### src/sv/scord_pkg.sv
// Shared types for the scan chain ordering core.
// Holds controller states, command/status structs and register indexes.
package scord_pkg;

    typedef enum logic [1:0] {
        REG_START_X = 2'd0,
        REG_START_Y = 2'd1,
        REG_END_X   = 2'd2,
        REG_END_Y   = 2'd3
    } reg_index_t;

    typedef enum logic [1:0] {
        OW_BEST,
        OW_SA,
        OW_SB
    } ord_src_t;

    typedef enum logic [4:0] {
        S_IDLE,
        S_NN_INIT,
        S_NN_ROUND,
        S_NN_CHK,
        S_NN_L1,
        S_NN_L2,
        S_NN_TRY,
        S_NN_PICK,
        S_EV_START,
        S_EV_ORD,
        S_EV_COORD,
        S_EV_L1,
        S_EV_L2,
        S_EV_ADD,
        S_EV_END1,
        S_EV_END2,
        S_EV_END3,
        S_EV_DONE,
        S_PASS,
        S_NEXT,
        S_SW_CHK,
        S_SW_RA,
        S_SW_RB,
        S_SW_WA,
        S_SW_WB,
        S_EMIT_RD,
        S_EMIT_OUT
    } state_t;

    typedef struct packed {
        logic     load;        // write loaded word into coordinate store
        logic     coord_rd;    // read coordinate store
        logic     caddr_ord;   // coordinate address from order read data
        logic     ord_rd;
        logic     ord_we;
        ord_src_t ord_src;
        logic     save_sa;
        logic     save_sb;
        logic     used_clr;
        logic     used_set;
        logic     prev_start;
        logic     prev_mem;
        logic     prev_best;
        logic     b_end;       // far point of leg is the exit point
        logic     leg_s1;
        logic     leg_s2;
        logic     tot_clr;
        logic     tot_add;
        logic     best_clr;
        logic     best_try;
        logic     cur_load;
    } dp_cmd_t;

    typedef struct packed {
        logic used_hit;
        logic tot_lt_cur;
    } dp_status_t;

endpackage

### src/sv/scord_ctrl.sv
// Sequencer for the ordering core: load, nearest-neighbor walk, 2-opt passes, emit.
// Depends on scord_pkg; drives scord_datapath through dp_cmd_t.
module scord_ctrl #(
    parameter int MAX_CELLS = 64,
    parameter int IW = 6,
    parameter int CW = 7
) (
    input  logic                  clk,
    input  logic                  rst_n,
    input  logic                  start,
    input  logic                  last_cell,
    input  scord_pkg::dp_status_t status,
    output logic                  busy,
    output logic                  result_valid,
    output logic                  last_in_path,
    output scord_pkg::dp_cmd_t    cmd,
    output logic [IW-1:0]         idx_a,
    output logic [IW-1:0]         idx_b
);

    localparam logic [CW-1:0] MAXC = CW'(MAX_CELLS);
    localparam logic [CW-1:0] ONE  = CW'(1);

    scord_pkg::state_t state_reg, state_next;
    logic [CW-1:0] count_reg, count_next;
    logic [CW-1:0] k_reg, k_next;
    logic [CW-1:0] i_reg, i_next;
    logic [CW-1:0] j_reg, j_next;
    logic [CW-1:0] p_reg, p_next;
    logic [CW-1:0] a_reg, a_next;
    logic [CW-1:0] b_reg, b_next;
    logic          init_reg, init_next;
    logic          impr_reg, impr_next;
    logic [CW-1:0] q;

    // candidate position map: positions i..j-1 reversed
    always_comb
    begin
        if (p_reg >= i_reg && p_reg < j_reg)
            q = i_reg + j_reg - ONE - p_reg;
        else
            q = p_reg;
    end

    always_ff @(posedge clk or negedge rst_n)
    begin
        if (!rst_n)
        begin
            state_reg <= scord_pkg::S_IDLE;
            count_reg <= '0;
            k_reg     <= '0;
            i_reg     <= '0;
            j_reg     <= '0;
            p_reg     <= '0;
            a_reg     <= '0;
            b_reg     <= '0;
            init_reg  <= 1'b0;
            impr_reg  <= 1'b0;
        end
        else
        begin
            state_reg <= state_next;
            count_reg <= count_next;
            k_reg     <= k_next;
            i_reg     <= i_next;
            j_reg     <= j_next;
            p_reg     <= p_next;
            a_reg     <= a_next;
            b_reg     <= b_next;
            init_reg  <= init_next;
            impr_reg  <= impr_next;
        end
    end

    always_comb
    begin
        state_next   = state_reg;
        count_next   = count_reg;
        k_next       = k_reg;
        i_next       = i_reg;
        j_next       = j_reg;
        p_next       = p_reg;
        a_next       = a_reg;
        b_next       = b_reg;
        init_next    = init_reg;
        impr_next    = impr_reg;
        cmd          = '0;
        idx_a        = '0;
        idx_b        = '0;
        result_valid = 1'b0;
        last_in_path = 1'b0;
        busy         = (state_reg != scord_pkg::S_IDLE);

        unique case (state_reg)
            scord_pkg::S_IDLE:
            begin
                idx_a = count_reg[IW-1:0];
                if (start)
                begin
                    if (count_reg < MAXC)
                    begin
                        cmd.load   = 1'b1;
                        count_next = count_reg + ONE;
                    end
                    if (last_cell)
                        state_next = scord_pkg::S_NN_INIT;
                end
            end
            scord_pkg::S_NN_INIT:
            begin
                cmd.used_clr   = 1'b1;
                cmd.prev_start = 1'b1;
                k_next         = '0;
                state_next     = scord_pkg::S_NN_ROUND;
            end
            scord_pkg::S_NN_ROUND:
            begin
                cmd.best_clr = 1'b1;
                i_next       = '0;
                state_next   = scord_pkg::S_NN_CHK;
            end
            scord_pkg::S_NN_CHK:
            begin
                idx_a = i_reg[IW-1:0];
                if (i_reg == count_reg)
                    state_next = scord_pkg::S_NN_PICK;
                else if (status.used_hit)
                    i_next = i_reg + ONE;
                else
                begin
                    cmd.coord_rd = 1'b1;
                    state_next   = scord_pkg::S_NN_L1;
                end
            end
            scord_pkg::S_NN_L1:
            begin
                cmd.leg_s1 = 1'b1;
                state_next = scord_pkg::S_NN_L2;
            end
            scord_pkg::S_NN_L2:
            begin
                cmd.leg_s2 = 1'b1;
                state_next = scord_pkg::S_NN_TRY;
            end
            scord_pkg::S_NN_TRY:
            begin
                idx_a        = i_reg[IW-1:0];
                cmd.best_try = 1'b1;
                i_next       = i_reg + ONE;
                state_next   = scord_pkg::S_NN_CHK;
            end
            scord_pkg::S_NN_PICK:
            begin
                idx_b         = k_reg[IW-1:0];
                cmd.ord_we    = 1'b1;
                cmd.ord_src   = scord_pkg::OW_BEST;
                cmd.used_set  = 1'b1;
                cmd.prev_best = 1'b1;
                k_next        = k_reg + ONE;
                if (k_reg + ONE == count_reg)
                begin
                    // score the greedy order with an empty reversal
                    init_next  = 1'b1;
                    i_next     = '0;
                    j_next     = '0;
                    state_next = scord_pkg::S_EV_START;
                end
                else
                    state_next = scord_pkg::S_NN_ROUND;
            end
            scord_pkg::S_EV_START:
            begin
                cmd.tot_clr    = 1'b1;
                cmd.prev_start = 1'b1;
                p_next         = '0;
                state_next     = scord_pkg::S_EV_ORD;
            end
            scord_pkg::S_EV_ORD:
            begin
                idx_b = q[IW-1:0];
                if (p_reg == count_reg)
                    state_next = scord_pkg::S_EV_END1;
                else
                begin
                    cmd.ord_rd = 1'b1;
                    state_next = scord_pkg::S_EV_COORD;
                end
            end
            scord_pkg::S_EV_COORD:
            begin
                cmd.coord_rd  = 1'b1;
                cmd.caddr_ord = 1'b1;
                state_next    = scord_pkg::S_EV_L1;
            end
            scord_pkg::S_EV_L1:
            begin
                cmd.leg_s1 = 1'b1;
                state_next = scord_pkg::S_EV_L2;
            end
            scord_pkg::S_EV_L2:
            begin
                cmd.leg_s2 = 1'b1;
                state_next = scord_pkg::S_EV_ADD;
            end
            scord_pkg::S_EV_ADD:
            begin
                cmd.tot_add  = 1'b1;
                cmd.prev_mem = 1'b1;
                p_next       = p_reg + ONE;
                state_next   = scord_pkg::S_EV_ORD;
            end
            scord_pkg::S_EV_END1:
            begin
                cmd.b_end  = 1'b1;
                cmd.leg_s1 = 1'b1;
                state_next = scord_pkg::S_EV_END2;
            end
            scord_pkg::S_EV_END2:
            begin
                cmd.leg_s2 = 1'b1;
                state_next = scord_pkg::S_EV_END3;
            end
            scord_pkg::S_EV_END3:
            begin
                cmd.tot_add = 1'b1;
                state_next  = scord_pkg::S_EV_DONE;
            end
            scord_pkg::S_EV_DONE:
            begin
                if (init_reg)
                begin
                    cmd.cur_load = 1'b1;
                    init_next    = 1'b0;
                    state_next   = scord_pkg::S_PASS;
                end
                else if (status.tot_lt_cur)
                begin
                    cmd.cur_load = 1'b1;
                    impr_next    = 1'b1;
                    a_next       = i_reg;
                    b_next       = j_reg - ONE;
                    state_next   = scord_pkg::S_SW_CHK;
                end
                else
                    state_next = scord_pkg::S_NEXT;
            end
            scord_pkg::S_PASS:
            begin
                impr_next = 1'b0;
                i_next    = '0;
                j_next    = ONE;
                p_next    = '0;
                if (count_reg < CW'(3))
                    state_next = scord_pkg::S_EMIT_RD;
                else
                    state_next = scord_pkg::S_EV_START;
            end
            scord_pkg::S_NEXT:
            begin
                p_next = '0;
                if (j_reg + ONE < count_reg)
                begin
                    j_next     = j_reg + ONE;
                    state_next = scord_pkg::S_EV_START;
                end
                else if (i_reg + CW'(3) < count_reg)
                begin
                    i_next     = i_reg + ONE;
                    j_next     = i_reg + CW'(2);
                    state_next = scord_pkg::S_EV_START;
                end
                else if (impr_reg)
                    state_next = scord_pkg::S_PASS;
                else
                    state_next = scord_pkg::S_EMIT_RD;
            end
            scord_pkg::S_SW_CHK:
            begin
                idx_b = a_reg[IW-1:0];
                if (a_reg < b_reg)
                begin
                    cmd.ord_rd = 1'b1;
                    state_next = scord_pkg::S_SW_RA;
                end
                else
                    state_next = scord_pkg::S_NEXT;
            end
            scord_pkg::S_SW_RA:
            begin
                idx_b       = b_reg[IW-1:0];
                cmd.save_sa = 1'b1;
                cmd.ord_rd  = 1'b1;
                state_next  = scord_pkg::S_SW_RB;
            end
            scord_pkg::S_SW_RB:
            begin
                cmd.save_sb = 1'b1;
                state_next  = scord_pkg::S_SW_WA;
            end
            scord_pkg::S_SW_WA:
            begin
                idx_b       = a_reg[IW-1:0];
                cmd.ord_we  = 1'b1;
                cmd.ord_src = scord_pkg::OW_SB;
                state_next  = scord_pkg::S_SW_WB;
            end
            scord_pkg::S_SW_WB:
            begin
                idx_b       = b_reg[IW-1:0];
                cmd.ord_we  = 1'b1;
                cmd.ord_src = scord_pkg::OW_SA;
                a_next      = a_reg + ONE;
                b_next      = b_reg - ONE;
                state_next  = scord_pkg::S_SW_CHK;
            end
            scord_pkg::S_EMIT_RD:
            begin
                idx_b      = p_reg[IW-1:0];
                cmd.ord_rd = 1'b1;
                state_next = scord_pkg::S_EMIT_OUT;
            end
            scord_pkg::S_EMIT_OUT:
            begin
                result_valid = 1'b1;
                last_in_path = (p_reg + ONE == count_reg);
                p_next       = p_reg + ONE;
                if (p_reg + ONE == count_reg)
                begin
                    count_next = '0;
                    state_next = scord_pkg::S_IDLE;
                end
                else
                    state_next = scord_pkg::S_EMIT_RD;
            end
            default:
                state_next = scord_pkg::S_IDLE;
        endcase
    end

endmodule

### config.mk
export PLATFORM = sky130hd
export DESIGN_NAME = scord_ctrl
export DESIGN_NICKNAME = d
export VERILOG_FILES = /design/src/sv/scord_pkg.sv /design/src/sv/scord_ctrl.sv
export SDC_FILE = /design/constraint.sdc
export NUM_CORES = 1
export LEC_CHECK = 0
export BUFFER_PORTS_ARGS = -buffer_cell sky130_fd_sc_hd__buf_2
export CORE_AREA = 2 2 141 143
export DETAILED_ROUTE_END_ITERATION = 10
export DIE_AREA = 0 0 143 145
export GPL_ROUTABILITY_DRIVEN = 0
export HOLD_SLACK_MARGIN = 0.06
export PLACE_DENSITY_LB_ADDON = 0.08
export SETUP_SLACK_MARGIN = 0.1
export SYNTH_ARGS = -nofsm -noshare
export SYNTH_HDL_FRONTEND = slang
export SYNTH_SLANG_ARGS = --single-unit
### constraint.sdc
create_clock -name clk -period 3.1 [get_ports clk]
set_input_delay 0.31 -clock clk [delete_from_list [all_inputs] [get_ports clk]]
set_output_delay 0.31 -clock clk [all_outputs]
set_load 0.01 [all_outputs]
==> flow_summary.toml <==
[sta]
fin_ws_ns = 0.0583
fin_crit_sh_pct = 98.1
clock.fmax_mhz = 329
fin_crit_ns = 3.04
finalSetupViolations = 0
rsz0062_at_grt = "true"
slew_headroom_pct = 49.6
tns_ns = 0
drv_slew = 0
worst_pin_slew_ns = 0.756
hold_viol = 0
finClkSkew_ns = 0.0131

[floorplan]
die_w_um = 143
dieHeight_um = 145
ioPinCount = 43
dieArea_sq_um = 20700
start_util_pct = 29.5
coreArea_sq_um = 19200
rows = 51

[critical_path]
crit_slowest_cell = "fa_1"
worstSetupEndpointType = "primary output"
rr_endpoint = "i_reg[6]"
rrSetupSlack_ns = 0.11
critPathTopFamily = "adder cells"
rr_worst_depth = 13
critical_path.max_stage_delay_ns = 0.54
crit_fanout = 2
r2r-start = "i_reg[2]"
path_buf_inv = 3
cp.required_ns = 2.79
worst_ep_arrival_time_ns = 2.73
crit_chain = "inv_2, fa_1, inv_1, ha_2, fa_2, a21o_1, a21oi_2, xnor2_1, nand2_1, nor3_2, a311o_1, buf_2"
crit_path_start_kind = "flop"
setup.worst_path.class = "reg -> out"

[drt]
wl_per_cell_um = 21.2
drtIter0Drc = 402
vias = 5714
drc = 0
via_per_inst = 5.44
totalWireLength_mm = 22.3
ant_nets = 0
dr.pass1.iters = 4

[yosys]
yosysWarningCount = 0
syn_area_per_cell_sq_um = 7.86
synth_compound_area_share_pct = 25.2
synth_top_area_cell = "dfrtp_1"
yosys.area_share.simple_pct = 21.0
synth_flop_cell = "dfrtp_1"
synth.distinct_cells = 74
synth_common_cells = "70 x nand2_1, 57 x nor2_1, 56 x dfrtp_1"
synth.top_cell.area_share_pct = 24.7
syn-num-nets = 780
async_flop_share_pct = 100
synth.most_common_cell = "nand2_1"
synth_edf_count = 0
synthAdderAreaFrac_pct = 12.5
ys_seq_area_share_pct = 24.7
netlist_instances = 721
synthesis.area_sq_um = 5670
ys_ff_latch = 56
muxShareOfSynthArea_pct = 1.32
synth_area_leaders = "dfrtp_1 25%, ha_1 10%, xnor2_1 5.7%, nand2_1 4.6%, o21ai_0 4.0%"
synth_top_family_by_area = "compound AO/OA/AOI/OAI gates"
synth-xor-area-share_pct = 8.03

[layout]
drive_gt1_share_pct = 19.6
fin_util_pct = 34.8
nets = 844
syn2layout_area_growth_pct = 17.8
fin_area_sq_um = 6680
diodes = 0

[outcome]
run_status = "finished, final reports clean"

[power_and_ir_drop]
vdd_drop_max_mv = 0.200
p_per_area_nw_per_um2 = 583
p_leak_nw = 3.01

[clock_network]
cts-root-buf = "clkbuf_16"
cts-buffers-inserted = 5
cts_tree = "built"
insertion_delay_ns = 0.32
clockBufferDepth = 2
clkTransAtPathRegs_ns = 0.09
holdBufCountCts = 0
cts_sinks = 56
cts_max_level = 2

[run]
maxCapViolCount = 0

[grt]
grt_antenna_before_repair = 0
grt_max_degree = 30
grt_pass1_vias = 5798
grt_pass1_wl_mm = 34.0
gr-total-overflow = 0
grt_use_total_pct = 21.6

[placed_design]
numPortBuffers = 42
dp_slack_ns = 0.182
place_area_sq_um = 6420
dp_hpwl_mm = 17.5

[min_path]
hp-class = "in -> async"
stage by stage:
stage / hold slack [ns] / total power, mW / cells
2_1_floorplan: 0.0144 / 2.42 / 721
3_3_place_gp: 0.460 / 3.17 / 1039
3_5_place_dp: 0.439 / 3.18 / 1039
4_1_cts: 0.0943 / 3.86 / 1049
5_1_grt: 0.112 / 4.19 / 1051
6_report: 0.0561 / 3.90 / 1051
worst reg2reg max path, stage by stage (launching register included):
cell,delay (ns)
dfrtp_1,0.40
buf_4,0.13
buf_4,0.18
ha_1,0.21
a21oi_2,0.18
nor2_1,0.08
xnor2_1,0.13
ha_1,0.31
nand3_1,0.11
nand3_1,0.13
nor2_2,0.16
a21o_1,0.20
nand3_2,0.20
a221o_1,0.43
final cells by class:
type                    count  area (sq um)
fillers                  2060         12500
repair buffers            105           691
well taps                 265           332
clock buffers               5           125
clock inverters             3          22.5
inverters                  48           181
flip-flops and latches     56          1410
multi-input cells         569          3920
kinds of logic after synthesis:
logic type,Yosys count
flip-flops,56
AND/OR/NAND/NOR,250
XOR/XNOR,52
multiplexers,7
buffers and inverters,96
AO/OA/AOI/OAI,207
adder cells (fa/ha/maj),53
cell usage in the layout (no fill, tap or decap), drive strengths merged, types with 4 or more instances in the layout:
cell type  instances
inv               48
a21o              11
nor4               5
a31oi             12
xnor2             37
a22oi              4
a211oi            11
o21ai             48
o32ai              4
nor3              30
a222oi             6
mux2               4
a21oi             35
clkbuf             5
and3               8
o211ai             9
o21a               5
buf              105
a311o              4
a221o              5
ha                47
a21boi             4
nand2b            11
nand4              9
xor2              15
or3                4
o22ai             10
nand3             34
nor2b              7
a22o               4
nor2              58
dfrtp             56
or2                5
nand2             70
fa                 6
per-layer routing:
metal | part of all wire [%] | wire [um] | track usage (%)
met5 | 0 | 0 | 0
met3 | 3.8 | 853 | 2.84
met2 | 48 | 10700 | 36.0
met1 | 45 | 9970 | 28.2
met4 | 3.4 | 749 | 8.07
report_power, final:
group          internal, mW  switching [mW]
clock                 0.305           0.314
combinational         0.939            1.40
sequential            0.809           0.132
repair_timing:
action                     4_1_cts  5_1_grt
setup buffers                    2        2
pin swaps                        9        5
gates resized for setup         12       17
setup endpoints to repair        6       23
how the worst max path moves through the flow:
stage,from,to,slack [ns],depth (start not counted)
after CTS,p_reg[1],idx_b[5],0.01,11
after global placement,i_reg[1],idx_b[5],0.18,12
final,i_reg[1],idx_b[5],0.06,12
after global routing,i_reg[1],idx_b[5],-0.11,12
after detailed placement,i_reg[1],idx_b[5],0.18,12
after floorplan,i_reg[1],idx_b[5],0.17,11
Note: power is estimated with default switching activity, not from simulation.
